### src/sv/dvfs_pkg.sv
package dvfs_pkg;

	localparam int TableEntries = 256;
	localparam int TableAw      = $clog2(TableEntries);
	localparam int MaxLevels    = 4;
	localparam int MaxWaves     = 255;
	localparam int LevelRegs    = 4;
	localparam int LevelAw      = 2;

	localparam logic [15:0] Q16Half = 16'h8000;
	localparam logic [15:0] Q16Max  = 16'hFFFF;

	// configuration register indexes
	localparam logic [2:0] RegLevel0   = 3'd0;
	localparam logic [2:0] RegLevel3   = 3'd3;
	localparam logic [2:0] RegLevelsIn = 3'd4;
	localparam logic [2:0] RegNominal  = 3'd5;

	localparam logic KindSample = 1'b0;
	localparam logic KindDecide = 1'b1;

	typedef struct packed {
		logic        kind;
		logic [47:0] program_counter;
		logic [31:0] delta_cycles;
		logic [31:0] delta_stalls;
		logic [5:0]  domain_num;
	} in_item_t;

	typedef struct packed {
		logic [5:0]  out_domain;
		logic [1:0]  chosen_level;
		logic [15:0] avg_sensitivity;
	} out_item_t;

	typedef struct packed {
		logic [2:0]  index;
		logic [23:0] data;
	} cfg_item_t;

	// controller -> datapath commands
	typedef struct packed {
		logic load;       // capture input item
		logic div_start;  // start serial divider
		logic div_step;   // one quotient bit
		logic blend;      // compute blended value, write table, accumulate
		logic avg_start;  // start average division
		logic lvl_load;   // load level i operands
		logic mul_a;      // multiply stage a
		logic mul_b;      // cross products, low halves
		logic mul_c;      // cross products, high halves and sum
		logic cmp;        // compare and update best
		logic clr_sum;    // clear sum and count
		logic clr_step;   // clearing pass write
	} dp_cmd_t;

	typedef struct packed {
		logic        is_decide;
		logic        count_zero;
		logic        clr_done;
	} dp_sts_t;

endpackage

### src/sv/dvfs_ctrl.sv
module dvfs_ctrl import dvfs_pkg::*; (
	input  logic       clk,
	input  logic       arst_n,
	input  logic       in_fire,
	input  logic       out_fire,
	input  logic [2:0] levels_q,
	input  dp_sts_t    sts,
	output dp_cmd_t    cmd,
	output logic       busy,
	output logic       out_valid_q,
	output logic [LevelAw-1:0] lvl_q
);
	typedef enum logic [3:0] {
		ST_CLEAR, ST_IDLE, ST_DISPATCH, ST_SDIV, ST_READ, ST_BLEND,
		ST_ADIV, ST_LOAD, ST_MULA, ST_MULB, ST_MULC, ST_CMP, ST_OUT
	} state_t;

	state_t state_q;
	logic [5:0] cnt_q;
	logic [2:0] nlev;

	always_comb begin
		if (levels_q == 3'd0) begin
			nlev = 3'd1;
		end else if (levels_q > 3'(MaxLevels)) begin
			nlev = 3'(MaxLevels);
		end else begin
			nlev = levels_q;
		end
	end

	always_comb begin
		cmd = '0;
		cmd.load      = in_fire;
		cmd.clr_step  = state_q == ST_CLEAR;
		cmd.div_start = state_q == ST_DISPATCH && !sts.is_decide;
		cmd.avg_start = state_q == ST_DISPATCH && sts.is_decide && !sts.count_zero;
		cmd.clr_sum   = (state_q == ST_DISPATCH && sts.is_decide && sts.count_zero) ||
			(state_q == ST_LOAD && lvl_q == '0);
		cmd.div_step  = state_q == ST_SDIV || state_q == ST_ADIV;
		cmd.blend     = state_q == ST_BLEND;
		cmd.lvl_load  = state_q == ST_LOAD;
		cmd.mul_a     = state_q == ST_MULA;
		cmd.mul_b     = state_q == ST_MULB;
		cmd.mul_c     = state_q == ST_MULC;
		cmd.cmp       = state_q == ST_CMP;
	end

	assign busy = state_q != ST_IDLE;

	always_ff @(posedge clk or negedge arst_n) begin
		if (!arst_n) begin
			state_q     <= ST_CLEAR;
			cnt_q       <= '0;
			lvl_q       <= '0;
			out_valid_q <= 1'b0;
		end else begin
			case (state_q)
				ST_CLEAR: if (sts.clr_done) state_q <= ST_IDLE;
				ST_IDLE: if (in_fire) state_q <= ST_DISPATCH;
				ST_DISPATCH: begin
					cnt_q <= '0;
					lvl_q <= '0;
					if (!sts.is_decide) begin
						state_q <= ST_SDIV;
					end else if (sts.count_zero) begin
						state_q <= ST_IDLE;
					end else begin
						state_q <= ST_ADIV;
					end
				end
				ST_SDIV: begin
					cnt_q <= cnt_q + 1'b1;
					if (cnt_q == 6'd47) state_q <= ST_READ;
				end
				ST_READ: state_q <= ST_BLEND;
				ST_BLEND: state_q <= ST_IDLE;
				ST_ADIV: begin
					cnt_q <= cnt_q + 1'b1;
					if (cnt_q == 6'd23) state_q <= ST_LOAD;
				end
				ST_LOAD: state_q <= ST_MULA;
				ST_MULA: state_q <= ST_MULB;
				ST_MULB: state_q <= ST_MULC;
				ST_MULC: state_q <= ST_CMP;
				ST_CMP: begin
					if (3'(lvl_q) + 3'd1 >= nlev) begin
						state_q     <= ST_OUT;
						out_valid_q <= 1'b1;
					end else begin
						lvl_q   <= lvl_q + 1'b1;
						state_q <= ST_LOAD;
					end
				end
				ST_OUT: if (out_fire) begin
					out_valid_q <= 1'b0;
					state_q     <= ST_IDLE;
				end
				default: state_q <= ST_IDLE;
			endcase
		end
	end

	a_out_only_in_out: assert property (@(posedge clk) disable iff (!arst_n)
		out_valid_q |-> state_q == ST_OUT) else $error("valid outside output state");
	a_no_accept_busy: assert property (@(posedge clk) disable iff (!arst_n)
		in_fire |-> state_q == ST_IDLE) else $error("accept while busy");
	a_lvl_range: assert property (@(posedge clk) disable iff (!arst_n)
		state_q == ST_CMP |-> 3'(lvl_q) < nlev) else $error("level index out of range");
endmodule

### config.mk
export PLATFORM = sky130hd
export DESIGN_NAME = dvfs_ctrl
export DESIGN_NICKNAME = d
export VERILOG_FILES = /design/src/sv/dvfs_pkg.sv /design/src/sv/dvfs_ctrl.sv
export SDC_FILE = /design/constraint.sdc
export NUM_CORES = 1
export LEC_CHECK = 0
export BUFFER_PORTS_ARGS = -buffer_cell sky130_fd_sc_hd__buf_2
export CAP_MARGIN = 20
export CORE_ASPECT_RATIO = 1.1
export CORE_MARGIN = 5
export CORE_UTILIZATION = 41
export CTS_CLUSTER_DIAMETER = 200
export DETAILED_ROUTE_END_ITERATION = 8
export HOLD_SLACK_MARGIN = 0.05
export PLACE_DENSITY_LB_ADDON = 0.3
export SYNTH_ARGS = -nofsm -noshare
export SYNTH_HDL_FRONTEND = slang
export SYNTH_SLANG_ARGS = --single-unit
### constraint.sdc
create_clock -name clk -period 2.4 [get_ports clk]
set_input_delay 0.48 -clock clk [delete_from_list [all_inputs] [get_ports clk]]
set_output_delay 0.48 -clock clk [all_outputs]
set_load 0.01 [all_outputs]
Word-level counts from Yosys, hierarchy flattened
Index checks and enable logic that the tools add are counted.
Widths: inputs -> output; s select.
{"block": "word_totals", "regBits": 13, "latchBits": 0, "ram_bits": 0, "romBits": 0, "input_bits": 10, "elab_cells": 67, "n_memories": 0}
{"block": "op_classes", "n_addsub": 3, "mul": 0, "div_mod_pow": 0, "order_cmp": 2, "eq_ne": 22, "n_shift": 0, "muxes": 17, "n_bitwise": 0, "n_reduce_logical": 19}
{"operator": "$pmux 4 s12", "count": 1}
{"operator": "$mux 4", "count": 6}
{"operator": "$eq 4x4->1 const B", "count": 5}
{"operator": "$eq 4x3->1 const B", "count": 4}
{"operator": "$mux 3", "count": 4}
{"operator": "$pmux 6 s2", "count": 1}
{"operator": "$eq 4x2->1 const B", "count": 2}
{"operator": "$ne 2x2->1 const B", "count": 4}
{"operator": "$add 6x1->6 const B", "count": 1}
{"operator": "$eq 6x5->1 const B", "count": 1}
{"operator": "$eq 6x6->1 const B", "count": 1}
{"operator": "$ne 2x1->1 const B", "count": 3}
{"operator": "$reduce_bool 2->1", "count": 3}
{"operator": "$logic_and 1x1->1", "count": 5}
{"operator": "$reduce_and 5->1", "count": 1}
{"operator": "$eq 4x1->1 const B", "count": 1}
{"operator": "$logic_not 4->1", "count": 1}
{"operator": "$ne 4x1->1 const B", "count": 1}
{"operator": "$pmux 2 s2", "count": 1}
{"operator": "$add 2x1->3 const B", "count": 1}
{"operator": "$ge 3x3->1", "count": 1}
{"operator": "$gt 3x3->1 const B", "count": 1}
{"operator": "$logic_not 3->1", "count": 1}
{"operator": "$reduce_and 3->1", "count": 1}
{"operator": "9 further kinds", "count": 12}

Longest topological paths before layout
Gate-level depths: netlist of run 1.
{"block": "logic_depth", "depth_word": 6, "depth_mapped": 7, "mapped_depth_nobuf": 7}

Worst setup path before layout of run 1
OpenSTA, ideal clock, no wires.
{"block": "synth_timing", "kind": "register to register", "from": "register lvl_q[0]", "to": "register state_q[0]", "arrival_ns": 1.743, "required_ns": 2.274, "slack_ns": 0.531, "path_stages_with_launch": 8, "path_buffers": 0, "cell_sequence": "dfrtp_1 inv_1 ha_1 ha_1 nand2_1 o21ai_0 a2111oi_0 a311o_1"}
{"block": "synth_via", "elab_chain_len": 4}
{"item": "start: declaration", "line_no": "dvfs_ctrl.sv:11", "text": "output logic [LevelAw-1:0] lvl_q"}
{"item": "start signal: assignment", "line_no": "dvfs_ctrl.sv:91", "text": "lvl_q <= lvl_q + 1'b1;"}
{"item": "$add 2x1->3", "line_no": "dvfs_ctrl.sv:87", "text": "if (3'(lvl_q) + 3'd1 >= nlev) begin"}
{"item": "$ge 3x3->1", "line_no": "dvfs_ctrl.sv:87"}
{"item": "$mux 4", "line_no": "dvfs_ctrl.sv:87"}
{"item": "$pmux 4 s12", "line_no": "dvfs_ctrl.sv:58", "text": "case (state_q)"}
{"item": "end signal: assignment", "line_no": "dvfs_ctrl.sv:59", "text": "ST_CLEAR: if (sts.clr_done) state_q <= ST_IDLE;"}
{"item": "end signal: assignment", "line_no": "dvfs_ctrl.sv:60", "text": "ST_IDLE: if (in_fire) state_q <= ST_DISPATCH;"}
{"item": "end signal: assignment", "line_no": "dvfs_ctrl.sv:88", "text": "state_q <= ST_OUT;"}
{"item": "end: declaration", "line_no": "dvfs_ctrl.sv:18", "text": "state_t state_q;"}
No other way between the ends.
A chain may end at the register's enable or synchronous reset.

==> results of run 1 <==
## power groups by stage
| stage | Clock [W] | Combinational [W] | Sequential (W) |
|---|---|---|---|
| 3_5_place_dp | 0 | 0.000779 | 0.000463 |
| 5_1_grt | 0.000154 | 0.000883 | 0.000482 |
| 3_3_place_gp | 0 | 0.000772 | 0.000457 |
| 4_1_cts | 0.000145 | 0.000781 | 0.000458 |
| 2_1_floorplan | 0 | 0.000637 | 0.000391 |
| 6_report | 0.000140 | 0.000784 | 0.000462 |
## cell families (layout without fill, tap and decap cells)
logic type / count (synthesis) / count (layout) / synth area share
simple gates: 50 / 50 / 0.255
compound gates: 28 / 28 / 0.213
buf+inv: 16 / 41 / 0.0730
flops: 13 / 13 / 0.316
mux: 7 / 7 / 0.0693
fa+ha+maj: 6 / 6 / 0.0730
## worst register-to-register path, stage by stage (launching register included)
cell       delay, ns
dfrtp_1         0.44
inv_1           0.07
ha_1            0.32
ha_1            0.20
a21oi_1         0.23
o21ai_0         0.18
a2111oi_0       0.38
a311o_1         0.17
## area by class of cell
type                    instances  area, sq um  area share
flip-flops and latches         13          325       0.272
repair buffers                 27          140       0.117
clock buffers                   4         26.3      0.0220
well taps                      31         38.8      0.0324
multi-input cells              91          628       0.525
inverters                      10         37.5      0.0314
## cell usage after synthesis, types with 2 or more instances
cell type / n
a311o_1: 2
or3_1: 2
ha_1: 6
o21ai_1: 3
a41oi_1: 2
and2b_1: 2
dfrtp_1: 13
nand2_1: 14
nand3_1: 4
a21oi_1: 3
nor3_1: 5
and3_1: 2
nor2_1: 7
nor4b_1: 2
inv_2: 2
a211oi_1: 2
buf_2: 3
mux2i_1: 6
nand2b_1: 3
nor2b_1: 2
inv_1: 8
nor4_1: 3
o211ai_1: 2
nand4_1: 2
## per-stage QoR
stage | hold WS (ns) | cells | utilization | cell area (sq um) | power [W]
3_3_place_gp | 0.386 | 172 | 0.478 | 1170 | 0.00123
6_report | 0.0624 | 176 | 0.489 | 1200 | 0.00139
2_1_floorplan | 0.184 | 120 | - | 1030 | 0.00103
5_1_grt | 0.0884 | 176 | 0.489 | 1200 | 0.00152
4_1_cts | 0.0759 | 176 | 0.489 | 1200 | 0.00138
3_5_place_dp | 0.388 | 172 | 0.478 | 1170 | 0.00124
## worst paths after layout
path | start | end | cells after the start
max in group asynchronous | arst_n | state_q[2] | 1
setup reg to reg | lvl_q[0] | state_q[0] | 7
min in group clk | out_fire | out_valid_q | 2
setup / recovery | state_q[0] | cmd[10] | 4
hold reg to reg | cnt_q[0] | cnt_q[0] | 1
hold / removal | arst_n | lvl_q[1] | 1
## flip-flops by register name (all words and copies together), names as in the netlist
signal       count
out_valid_q      1
lvl_q            2
cnt_q            6
state_q          4
## routing by layer
metal  global-route usage  part of all wire
met1                0.198              0.48
met2                0.226              0.44
met3               0.0310             0.068
met4               0.0783             0.014
met5                    0                 0
==> results.json, run 1 <==
{
  "syn2layout_area_growth_pct": 16.3,
  "cts_tree": "done",
  "skew_ns": 0.00981,
  "num_rows": 19,
  "powerDensity_mw_per_mm2": 1160,
  "ys.flop_type": "dfrtp_1",
  "root_buffer": "clkbuf_4",
  "clk_pin_slew_ns": 0.09,
  "synth_area_leaders": "dfrtp_1, ha_1, mux2i_1",
  "ys_ff_latch": 13,
  "seqPwrFrac": 0.333,
  "die_area_sq_mm": 0.00361,
  "synth_top_area_cell": "dfrtp_1",
  "yosysWarningCount": 0,
  "critPathRequiredTime_ns": 1.92,
  "insertion_delay_ns": 0.29,
  "synth_top_cell_area_share": 0.316,
  "fill_cells": 252,
  "critical-path-top-delay-family": "simple AND/OR/NAND/NOR gates",
  "cp.arrival_ns": 1.79,
  "syn-cell-area_sq_mm": 0.00103,
  "ant_nets": 0,
  "crit_buf_inv": 1,
  "wl_per_cell_um": 14.4,
  "setup_viol_count_final": 0,
  "fmax_mhz": 440,
  "vias_per_cell": 5.76,
  "route.vias.total": 1014,
  "rrSetupSlack_ns": 0.35,
  "antenna_found_initial": 0,
  "tightest_slew_ns": 0.452,
  "final_common_cell": "buf_2",
  "drc": 0,
  "synth_nets": 136,
  "path_max_fanout": 15,
  "core_sq_mm": 0.00245,
  "min_period_ns": 2.27,
  "leakagePower_nw": 0.595,
  "cp-start-kind": "register",
  "syn_area_per_cell_sq_um": 8.57,
  "grt_pass1_wl_um": 4380,
  "hold_class": "primary input to async pin",
  "max_slew_margin": 0.698,
  "layout.nets": 162,
  "grt_overflow": 0,
  "grt_pass1_vias": 1007,
  "vdd_ir_drop_max_mv": 0.505,
  "track_usage": 0.150,
  "drtPass1Iterations": 4,
  "fp.dieH_um": 62.5,
  "cts_resized": 0,
  "crit_slowest_cell": "dfrtp_1",
  "most-common-layout-cells": "buf_2, nand2_1, dfrtp_1",
  "dpl.hpwl_um": 1960,
  "synth_edf_count": 0,
  "diodes": 0,
  "drive_gt1_frac": 0.234,
  "p_comb_frac": 0.566,
  "cts_max_path_buffers": 2,
  "ys_types": 44,
  "status": "complete, no violations",
  "numCtsBuffers": 3,
  "maxSlewViolCount": 0,
  "cap_violations": 0,
  "final-hold-violation-count": 0,
  "die_width_um": 57.8,
  "p_int_w": 0.000712,
  "cts_sinks": 13,
  "rsz0062_at_grt": "false",
  "fin_tns_setup_ns": 0,
  "critPathKind": "register to output pin",
  "cts_hold_buf": 0,
  "fin_crit_sh": 0.947,
  "drt_wl_total_um": 2530,
  "end_kind": "output pin",
  "dpl_worst_slack_ns": 0.382,
  "synth_cells": 120,
  "async_flop_share": 1.00,
  "cts_setup_buffers": 0,
  "swShare": 0.487,
  "switchingPower_w": 0.000675,
  "clockPowerShare": 0.101,
  "start_util": 0.420,
  "detail_route.iter0.violations": 29,
  "htreeDepth": 1,
  "io_pins": 26,
  "globalplace.congestion": 0.804,
  "finalWorstSetupSlack_ns": 0.126,
  "crit_chain": "nand2b_1, or3_1, nor2_1, buf_2",
  "grt_max_degree": 17,
  "io_buffers": 25,
  "ys_seq_area_frac": 0.316,
  "cp_slowest_stage_delay_ns": 0.55
}
No activity file was read; power rests on OpenSTA's default activity.
==> run 2, diff against run 1 <==
Clock period 2.4 ns to 2.7 ns, I/O delays scaled along.
==> results.json, run 2 (same netlist as run 1, synthesis figures left out) <==
{
  "status": "complete, no violations",
  "root_buffer": "clkbuf_4",
  "skew_ns": 0.00561,
  "drive_gt1_frac": 0.224,
  "dpl.hpwl_um": 1950,
  "core_sq_mm": 0.00245,
  "ant_nets": 0,
  "powerDensity_mw_per_mm2": 1030,
  "fin_crit_sh": 0.914,
  "detail_route.iter0.violations": 15,
  "critPathKind": "register to output pin",
  "min_period_ns": 2.47,
  "top_regs": "cnt_q x6, state_q x4, lvl_q x2",
  "path_max_fanout": 15,
  "largest_reg_flops": 6,
  "cp-start-kind": "register",
  "end_kind": "output pin",
  "insertion_delay_ns": 0.29,
  "htreeDepth": 1,
  "fin_tns_setup_ns": 0,
  "holdWs_ns": 0.133,
  "final-hold-violation-count": 0,
  "io_pins": 26,
  "route.vias.total": 999,
  "tightest_slew_ns": 0.510,
  "most-common-layout-cells": "buf_2, nand2_1, dfrtp_1",
  "cts_hold_buf": 0,
  "setup_viol_count_final": 0,
  "cts_max_path_buffers": 2,
  "drt_wl_total_um": 2550,
  "layout.area.seq_sq_um": 325,
  "critPathRequiredTime_ns": 2.16,
  "multi_input_area_sq_um": 628,
  "die_area_sq_mm": 0.00361,
  "r2r_cells": 7,
  "fill_cells": 247,
  "final_common_cell": "buf_2",
  "antenna_found_initial": 0,
  "globalplace.congestion": 0.837,
  "rsz0062_at_grt": "false",
  "wl_per_cell_um": 14.6,
  "vias_per_cell": 5.74,
  "layout.nets": 160,
  "cap_violations": 0,
  "drc": 0,
  "grt_pass1_vias": 929,
  "crit_slowest_cell": "dfrtp_1",
  "drtPass1Iterations": 4,
  "track_usage": 0.149,
  "cts_setup_buffers": 0,
  "hold_class": "primary input to async pin",
  "grt_overflow": 0,
  "num_rows": 19,
  "fmax_mhz": 405,
  "top_register": "cnt_q",
  "syn2layout_area_growth_pct": 14.8,
  "diodes": 0,
  "start_util": 0.420,
  "finalWorstSetupSlack_ns": 0.232,
  "max_slew_margin": 0.658,
  "vdd_ir_drop_max_mv": 0.494,
  "cts_sinks": 13,
  "cts_tree": "done",
  "fp.dieH_um": 62.5,
  "grt_pass1_wl_um": 4280,
  "die_width_um": 57.8,
  "leakagePower_nw": 0.585,
  "grt_max_degree": 17,
  "crit_chain": "nand2b_1, nor3_1, a32o_1, buf_2",
  "cp_slowest_stage_delay_ns": 0.55,
  "clk_pin_slew_ns": 0.08,
  "numCtsBuffers": 3,
  "cp.arrival_ns": 1.93,
  "io_buffers": 25,
  "cts_resized": 0,
  "maxSlewViolCount": 0,
  "dpl_worst_slack_ns": 0.569
}
-- run 2: cell count changes in the layout (fill, tap and decap cells not counted) --
| cell | before | now |
|---|---|---|
| buf_4 | 2 | 0 |
-- run 2: path summary, 6_finish.rpt --
path,startpoint,to,slack (ns)
min in group clk,out_fire,out_valid_q,0.51
setup reg to reg,lvl_q[0],state_q[0],0.66
hold reg to reg,cnt_q[0],cnt_q[0],0.52
max in group asynchronous,arst_n,out_valid_q,2.32
setup / recovery,state_q[0],cmd[1],0.23
hold / removal,arst_n,cnt_q[2],0.13
-- run 2: critical path: cells and delay by family, from the launching register on --
| kind | cells | cell delay [ns] |
|---|---|---|
| buffers and inverters | 1 | 0.13 |
| and+or+nand+nor | 2 | 0.71 |
| DFF | 1 | 0.55 |
| AOI/OAI and AO/OA | 1 | 0.24 |
-- run 2: cell type report --
class,instances,share of cell area
Clock buffer,4,0.0222
Inverter,10,0.0318
Multi-Input combinational cell,91,0.532
Sequential cell,13,0.275
Tap cell,31,0.0328
Timing Repair Buffer,25,0.106
-- run 2: per-layer routing --
metal | routed length, um | GRT usage | part of all wire | vias up
met2 | 1100 | 0.218 | 0.43 | 28
li1 | - | - | - | 494
met3 | 167 | 0.0393 | 0.066 | 5
met5 | 0 | 0 | 0 | -
met4 | 44 | 0.0696 | 0.017 | 0
met1 | 1230 | 0.201 | 0.48 | 472
-- run 2: through the flow --
| stage | std cells | total power, W | utilization | instance area, sq um |
|---|---|---|---|---|
| after global routing | 174 | 0.00133 | 0.482 | 1180 |
| after global placement | 170 | 0.00107 | 0.472 | 1150 |
| after floorplan | 120 | 0.000914 | - | 1030 |
| after detailed placement | 170 | 0.00108 | 0.472 | 1150 |
| final | 174 | 0.00121 | 0.482 | 1180 |
| after CTS | 174 | 0.00121 | 0.482 | 1180 |
-- run 2: where the power goes --
group | total [W] | leakage (nW) | switching, W | internal (W)
Combinational | 0.000657 | 0.403 | 0.000371 | 0.000287
Clock | 0.000126 | 0.0150 | 0.0000685 | 0.0000575
Sequential | 0.000428 | 0.166 | 0.000156 | 0.000272
==> run 3, diff against run 2 <==
Settings changed: CELL_PAD_IN_SITES_DETAIL_PLACEMENT set to 0, CELL_PAD_IN_SITES_GLOBAL_PLACEMENT set to 2, CORE_UTILIZATION 41 to 32.
==> results.json, run 3 (same netlist as run 1, synthesis figures left out) <==
{
  "setup_viol_count_final": 0,
  "layout.nets": 161,
  "gr-max-usage-layer": "met2",
  "leakagePower_nw": 0.590,
  "drive_gt1_frac": 0.229,
  "vdd_ir_drop_max_mv": 0.355,
  "cts_max_path_buffers": 2,
  "vias_per_cell": 5.42,
  "track_usage": 0.130,
  "most-common-layout-cells": "buf_2, nand2_1, dfrtp_1",
  "detail_route.iter0.violations": 51,
  "top_regs": "cnt_q x6, state_q x4, lvl_q x2",
  "layout.area.seq_sq_um": 325,
  "grt_max_degree": 17,
  "globalplace.congestion": 0.762,
  "antenna_found_initial": 0,
  "hold_class": "primary input to async pin",
  "core_sq_mm": 0.00307,
  "insertion_delay_ns": 0.27,
  "met3_usage": 0.0276,
  "multi_input_area_sq_um": 628,
  "final-hold-violation-count": 0,
  "die_width_um": 64.1,
  "max_slew_margin": 0.676,
  "grt_use_met1": 0.174,
  "path_max_fanout": 15,
  "cts_hold_buf": 0,
  "end_kind": "output pin",
  "fp.dieH_um": 69.5,
  "cts_resized": 0,
  "powerDensity_mw_per_mm2": 1020,
  "min_period_ns": 2.36,
  "root_buffer": "clkbuf_4",
  "cp.arrival_ns": 1.82,
  "cts_sinks": 13,
  "grt_pass1_wl_um": 4740,
  "htreeDepth": 1,
  "holdWs_ns": 0.140,
  "syn2layout_area_growth_pct": 15.9,
  "wl_per_cell_um": 15.0,
  "dpl.hpwl_um": 2080,
  "drtPass1Iterations": 4,
  "placed_cells_incl_taps": 174,
  "power_w": 0.00121,
  "grt_overflow": 0,
  "grtUsageMet2": 0.202,
  "cts_tree": "done",
  "grt_pass1_vias": 1003,
  "fin_crit_sh": 0.873,
  "start_util": 0.335,
  "status": "complete, no violations",
  "rsz0062_at_grt": "false",
  "io_pins": 26,
  "fmax_mhz": 424,
  "r2r_cells": 7,
  "largest_reg_flops": 6,
  "fin_tns_setup_ns": 0,
  "skew_ns": 0.00234,
  "cap_violations": 0,
  "drc": 0,
  "drt_wl_total_um": 2660,
  "fin_util": 0.388,
  "final_common_cell": "buf_2",
  "route.vias.total": 965,
  "cp-start-kind": "register",
  "fin_cells": 178,
  "top_register": "cnt_q",
  "ant_nets": 0,
  "die_area_sq_mm": 0.00445,
  "fill_cells": 336,
  "cts_setup_buffers": 0,
  "numCtsBuffers": 3,
  "tightest_slew_ns": 0.485,
  "critPathKind": "register to output pin",
  "diodes": 0,
  "io_buffers": 25,
  "maxSlewViolCount": 0,
  "clk_pin_slew_ns": 0.09,
  "critPathRequiredTime_ns": 2.16,
  "num_rows": 21
}
## run 3: cell types whose count changed in the layout (fill, tap and decap cells not counted)
| cell | previous run | this run |
|---|---|---|
| buf_4 | 0 | 1 |
## run 3: metal layers
metal | wire length, um | part of all wire
met1 | 1270 | 0.48
met2 | 1240 | 0.47
met3 | 142 | 0.053
met4 | 16 | 0.0060
met5 | 0 | 0
## run 3: final cells by class
cell class                      instances  share of cell area
Multi-Input combinational cell         91               0.527
Tap cell                               34              0.0357
Inverter                               10              0.0315
Timing Repair Buffer                   26               0.111
Sequential cell                        13               0.273
Clock buffer                            4              0.0220
## run 3: report_power, final
part / switching (W) / total (W) / internal, W
sequential: 0.000153 / 0.000426 / 0.000272
combinational: 0.000372 / 0.000665 / 0.000293
clock: 0.0000672 / 0.000124 / 0.0000572
total: 0.000592 / 0.00121 / 0.000623
## run 3: final timing paths
kind,from,end,slack (ns)
setup / recovery,state_q[0],cmd[10],0.34
hold / removal,arst_n,cnt_q[5],0.14
setup reg to reg,lvl_q[0],state_q[0],0.70
hold reg to reg,cnt_q[0],cnt_q[0],0.51
max in group asynchronous,arst_n,cnt_q[0],2.32
min in group clk,out_fire,out_valid_q,0.51
## run 3: critical path, cell delays in order (launching register included)
cell      delay (ns)
dfrtp_1         0.55
nand2b_1        0.28
or3_1           0.45
nor2_1          0.12
buf_2           0.14
## run 3: through the flow
step,setup slack (ns),cell area [sq um]
CTS,0.305,1190
finish,0.343,1190
floorplan,0.831,1030
detailed placement,0.641,1170
global route,0.157,1190
global placement,0.627,1170
